### src/design/sem_pkg.sv
// ----------------------------------------------------------------------------
// Sobel edge magnitude package
// Widths, register map, controller states and command/status types.
// ----------------------------------------------------------------------------
package sem_pkg;

  localparam int MAX_WIDTH    = 1024;
  localparam int MAX_HEIGHT   = 4096;
  localparam int PIX_W        = 8;
  localparam int COL_W        = 10;
  localparam int ROW_W        = 12;
  localparam int WIDTH_REG_W  = 11;
  localparam int HEIGHT_REG_W = 13;
  localparam int GRAD_W       = 11;
  localparam int SQ_W         = 2 * GRAD_W;
  localparam int ROOT_W       = 16;
  localparam int ROOT_STEPS   = 8;
  localparam int ROOT_CNT_W   = 3;
  localparam int DATA_W       = 32;
  localparam int ADDR_W       = 3;
  localparam int REG_IDX_W    = 1;

  localparam logic [WIDTH_REG_W-1:0]  WIDTH_RESET  = 11'd512;
  localparam logic [HEIGHT_REG_W-1:0] HEIGHT_RESET = 13'd512;

  localparam logic [REG_IDX_W-1:0] REG_IMAGE_WIDTH  = 1'b0;
  localparam logic [REG_IDX_W-1:0] REG_IMAGE_HEIGHT = 1'b1;

  typedef enum logic [5:0] {
    ST_IDLE   = 6'b000001,
    ST_READ   = 6'b000010,
    ST_GRAD   = 6'b000100,
    ST_SQUARE = 6'b001000,
    ST_ROOT   = 6'b010000,
    ST_DONE   = 6'b100000
  } sem_state_t;

  typedef struct packed {
    logic load_in;
    logic window_shift;
    logic grad_en;
    logic square_en;
    logic root_step;
    logic out_load;
  } sem_cmd_t;

  typedef struct packed {
    logic center_valid;
    logic root_last;
    logic out_free;
  } sem_status_t;

  // Last column index for a width register, with the width held to 3..MAX_WIDTH.
  function automatic logic [COL_W-1:0] last_col_index(input logic [WIDTH_REG_W-1:0] w);
    if (w < WIDTH_REG_W'(3)) begin
      return COL_W'(2);
    end else if (w > WIDTH_REG_W'(MAX_WIDTH)) begin
      return COL_W'(MAX_WIDTH - 1);
    end else begin
      return COL_W'(w - WIDTH_REG_W'(1));
    end
  endfunction

  // Last row index for a height register, with the height held to 3..MAX_HEIGHT.
  function automatic logic [ROW_W-1:0] last_row_index(input logic [HEIGHT_REG_W-1:0] h);
    if (h < HEIGHT_REG_W'(3)) begin
      return ROW_W'(2);
    end else if (h > HEIGHT_REG_W'(MAX_HEIGHT)) begin
      return ROW_W'(MAX_HEIGHT - 1);
    end else begin
      return ROW_W'(h - HEIGHT_REG_W'(1));
    end
  endfunction

endpackage

### src/design/sem_ctrl.sv
// ----------------------------------------------------------------------------
// Sobel edge magnitude controller
// Sequences one pixel word through read, gradient, square and root steps.
// ----------------------------------------------------------------------------
module sem_ctrl
  import sem_pkg::*;
(
  input  logic        clk,
  input  logic        rst,
  input  logic        in_valid,
  output logic        in_ready,
  input  sem_status_t status,
  output sem_cmd_t    cmd
);

  sem_state_t state;
  sem_state_t state_next;

  always_ff @(posedge clk) begin
    if (rst) begin
      state <= ST_IDLE;
    end else begin
      state <= state_next;
    end
  end

  always_comb begin
    state_next = state;
    cmd        = '0;
    in_ready   = 1'b0;
    case (state)
      ST_IDLE: begin
        in_ready = 1'b1;
        if (in_valid) begin
          cmd.load_in = 1'b1;
          state_next  = ST_READ;
        end
      end
      ST_READ: begin
        // Border centres need no gradient and go straight to the output.
        cmd.window_shift = 1'b1;
        state_next = status.center_valid ? ST_GRAD : ST_DONE;
      end
      ST_GRAD: begin
        cmd.grad_en = 1'b1;
        state_next  = ST_SQUARE;
      end
      ST_SQUARE: begin
        cmd.square_en = 1'b1;
        state_next    = ST_ROOT;
      end
      ST_ROOT: begin
        cmd.root_step = 1'b1;
        if (status.root_last) begin
          state_next = ST_DONE;
        end
      end
      ST_DONE: begin
        if (status.out_free) begin
          cmd.out_load = 1'b1;
          state_next   = ST_IDLE;
        end
      end
      default: begin
        state_next = ST_IDLE;
      end
    endcase
  end

endmodule

### config.mk
export PLATFORM = sky130hd
export DESIGN_NAME = sem_ctrl
export DESIGN_NICKNAME = d
export VERILOG_FILES = /design/src/design/sem_pkg.sv /design/src/design/sem_ctrl.sv
export SDC_FILE = /design/constraint.sdc
export NUM_CORES = 1
export LEC_CHECK = 0
export ABC_AREA = 1
export ABC_CLOCK_PERIOD_IN_PS = 2550
export BUFFER_PORTS_ARGS = -buffer_cell sky130_fd_sc_hd__buf_2
export CAP_MARGIN = 10
export CORE_MARGIN = 2
export CORE_UTILIZATION = 25
export DETAILED_ROUTE_END_ITERATION = 10
export GPL_ROUTABILITY_DRIVEN = 1
export GPL_TIMING_DRIVEN = 0
export PLACE_DENSITY_LB_ADDON = 0.15
export SYNTH_ARGS = -nofsm -noshare
export SYNTH_HDL_FRONTEND = slang
export SYNTH_SLANG_ARGS = --single-unit
### constraint.sdc
create_clock -name clk -period 2.55 [get_ports clk]
set_input_delay 0.255 -clock clk [delete_from_list [all_inputs] [get_ports clk]]
set_output_delay 0.255 -clock clk [all_outputs]
set_load 0.05 [all_outputs]
==> key figures <==
Timing
  • Final setup viols: 0
  • Slew @ Worst Pin: 0.248 ns
  • Final hold vios: 0
  • Min Tclk post-route: roughly 1.6 ns
  • Setup skew after layout: 0.00362 ns
  • RSZ-0062 raised after global routing: no
  • Worst hold slack: 0.262 ns
  • Total negative slack: 0 ns
  • Final Max Slew Viols: 0
  • Fmax: 638 MHz
  • Rel. slew slack: 83.6%
  • Period utilization: 61.5%
  • Slack of the critical path: 0.983 ns

CTS
  • Clock Path Buffers: 2
  • Setup bufs post-CTS: 0
  • Worst skew pair latency: 0.24 ns
  • H-tree levels: 1
  • Cts repair resizes: 0
  • Worst-path clk slew: roughly 0.040 ns
  • TritonCTS clock tree: yes
  • Post-CTS Hold Fix Bufs: 0
  • TritonCTS buffer count: 3
  • Root buffer selected by CTS: clkbuf_4
  • Clk sinks: 6

Setup path
  • Worst R2R Start: state[2]$_SDFFE_PP0P_
  • Worst EP required: 2.30 ns
  • Crit path max fanout: 7
  • Critical-path top delay cell: dfxtp_1
  • Worst Setup SP: state[2]$_SDFFE_PP0P_
  • Crit end category: primary output
  • Crit-path cells: nor2_4, nand3_1, inv_1, buf_2
  • Crit Path Class: reg -> out
  • Max stage delay on crit path: ~0.34 ns
  • CP arrival: 1.31 ns
  • CP startpoint kind: flop

Final layout
  • Layout area overhead: 25.4%
  • NumNets Final: a little over 80
  • Max FFs per register: 6
  • Diode count: 0
  • Top flop regs: state: 6 flops
  • Most flops, register: state
  • Layout cells sized above 1: 42.5%

Yosys
  • Mapped Cells: just under 60
  • Yosys top cell by area: dfxtp_1
  • Syn Nets: 64
  • Sequential area share after synthesis: 29.7%
  • Synth Register Bits: 6
  • Synthesized cell area: between 400 and 500 µm²
  • Mean Syn Cell Area: 6.97 µm²
  • Synth warn: 0
  • Ranking of synthesized cells by area: dfxtp_1, inv_1, nand3_1
  • Synth cell types: 18
  • Post-synth top area share: 29.7%

Status
  • Outcome: complete, no violations

Power and ir drop
  • Lkg Pwr: slightly below 0.0003 µW
  • Power Density: 594 nW/µm²
  • Worst vdd ir: 206 µV

Place
  • HPWL Detailed: ~690 µm
  • Routability cong.: 0.709
  • Pre-CTS WS: 1.22 ns
  • I/O Buffers: 12

Job
  • Max cap viols: 0

Detailed routing
  • DRT iter0 DRCs: 1
  • Drt drc: 0
  • Vias: 389
  • Pre-Repair DR Iteration Count: 2
  • Via/cell ratio: 4.37
  • Routed len/inst: 9.37 µm
  • ANT nets after route: 0
  • Routed WL: roughly 830 µm

Min path
  • Hold Crit Class: in -> reg
  • Min-delay src: status[2]

Die
  • Total Die Area: 1950 µm²
  • DIE HEIGHT: ~44 µm
  • Initial Util: 26.8%
  • Chip width: ~44 µm
  • Site Rows: 14
  • IO Pins: 13
  • Area of the core: 1510 µm²

GRT
  • Number of antenna violations at the first check in global routing: 0
  • Vias in the first global route: 345
  • Largest net degree at the start of global routing: 8
  • Global route overflow: 0
  • Global-route wire length before repair: 1440 µm
  • Gr usage total: 10.6%
cells by family (layout without fill, tap and decap cells):
group                  after synthesis  after routing  synth area share, %
and+or+nand+nor                     33             33                 50.8
AOI/OAI and AO/OA                    3              3                 4.33
DFF                                  6              6                 29.7
buffers and inverters               16             31                 15.2
layer usage:
metal,wire length (µm),global-route usage (%),vias up
met2,354,14.4,12
met3,32,1.22,4
met5,0,0,-
met4,29,10.9,0
met1,417,14.0,162
li1,-,-,211
path summary, 6_finish.rpt:
kind / endpoint / slack, ns / cells past startpoint
max: cmd[1] / 0.98 / 4
min: state[2]$_SDFFE_PP0P_ / 0.26 / 3
max reg2reg: state[0]$_SDFFE_PP1P_ / 1.45 / 6
min reg2reg: state[1]$_SDFFE_PP0P_ / 0.63 / 4
placed cells by master, fill, tap and decap left out, types with 2 or more instances in the layout:
cell	instances
inv_1	12
clkbuf_4	3
buf_2	12
nand3_1	7
inv_2	3
nand2_1	3
nand4_2	2
nor2_2	3
nor2_4	3
nor2_1	9
dfxtp_1	6
nand3_2	2
area by class of cell:
type | instances | area, µm²
Fill cell | 175 | 1000
Multi-Input combinational cell | 36 | 223
Sequential cell | 6 | 120
Inverter | 16 | 61.3
Timing Repair Buffer | 12 | 60.1
Clock buffer | 3 | 22.5
Tap cell | 16 | 20.0
report_power, final:
| group | internal (µW) | switching (µW) | total, µW |
|---|---|---|---|
| Combinational | 30.4 | 73.2 | 104 |
| Sequential | 101 | 9.69 | 111 |
| Clock | 53.2 | 33.2 | 86.4 |
metrics by stage:
stage / power (µW) / instances / util (%) / cell area [µm²]
final: 301 / 89 / 33.6 / 507
after global routing: 319 / 89 / 33.6 / 507
after CTS: 307 / 89 / 33.6 / 507
after detailed placement: 218 / 86 / 32.1 / 484
after global placement: 217 / 86 / 32.1 / 484
after floorplan: 194 / 58 / - / 404
synth_stat cells:
library cell and n:
inv_1 12, nor2_1 9, nand3_1 7, dfxtp_1 6
inv_2 3, nand2_1 3, nor2_2 3, nor2_4 3
nand3_2 2, nand4_2 2, a21oi_1 1, clkinv_2 1
nand2_2 1, nand4_1 1, nor3_1 1, nor3_2 1
o21a_1 1, o21ai_1 1
critical path, delay by kind of cell, from the launching register on:
kind                   cells  cell delay (ns)
AND/OR/NAND/NOR            2             0.40
buffers and inverters      2             0.33
flip-flops                 1             0.34
No activity file was read; power rests on OpenSTA's default activity.
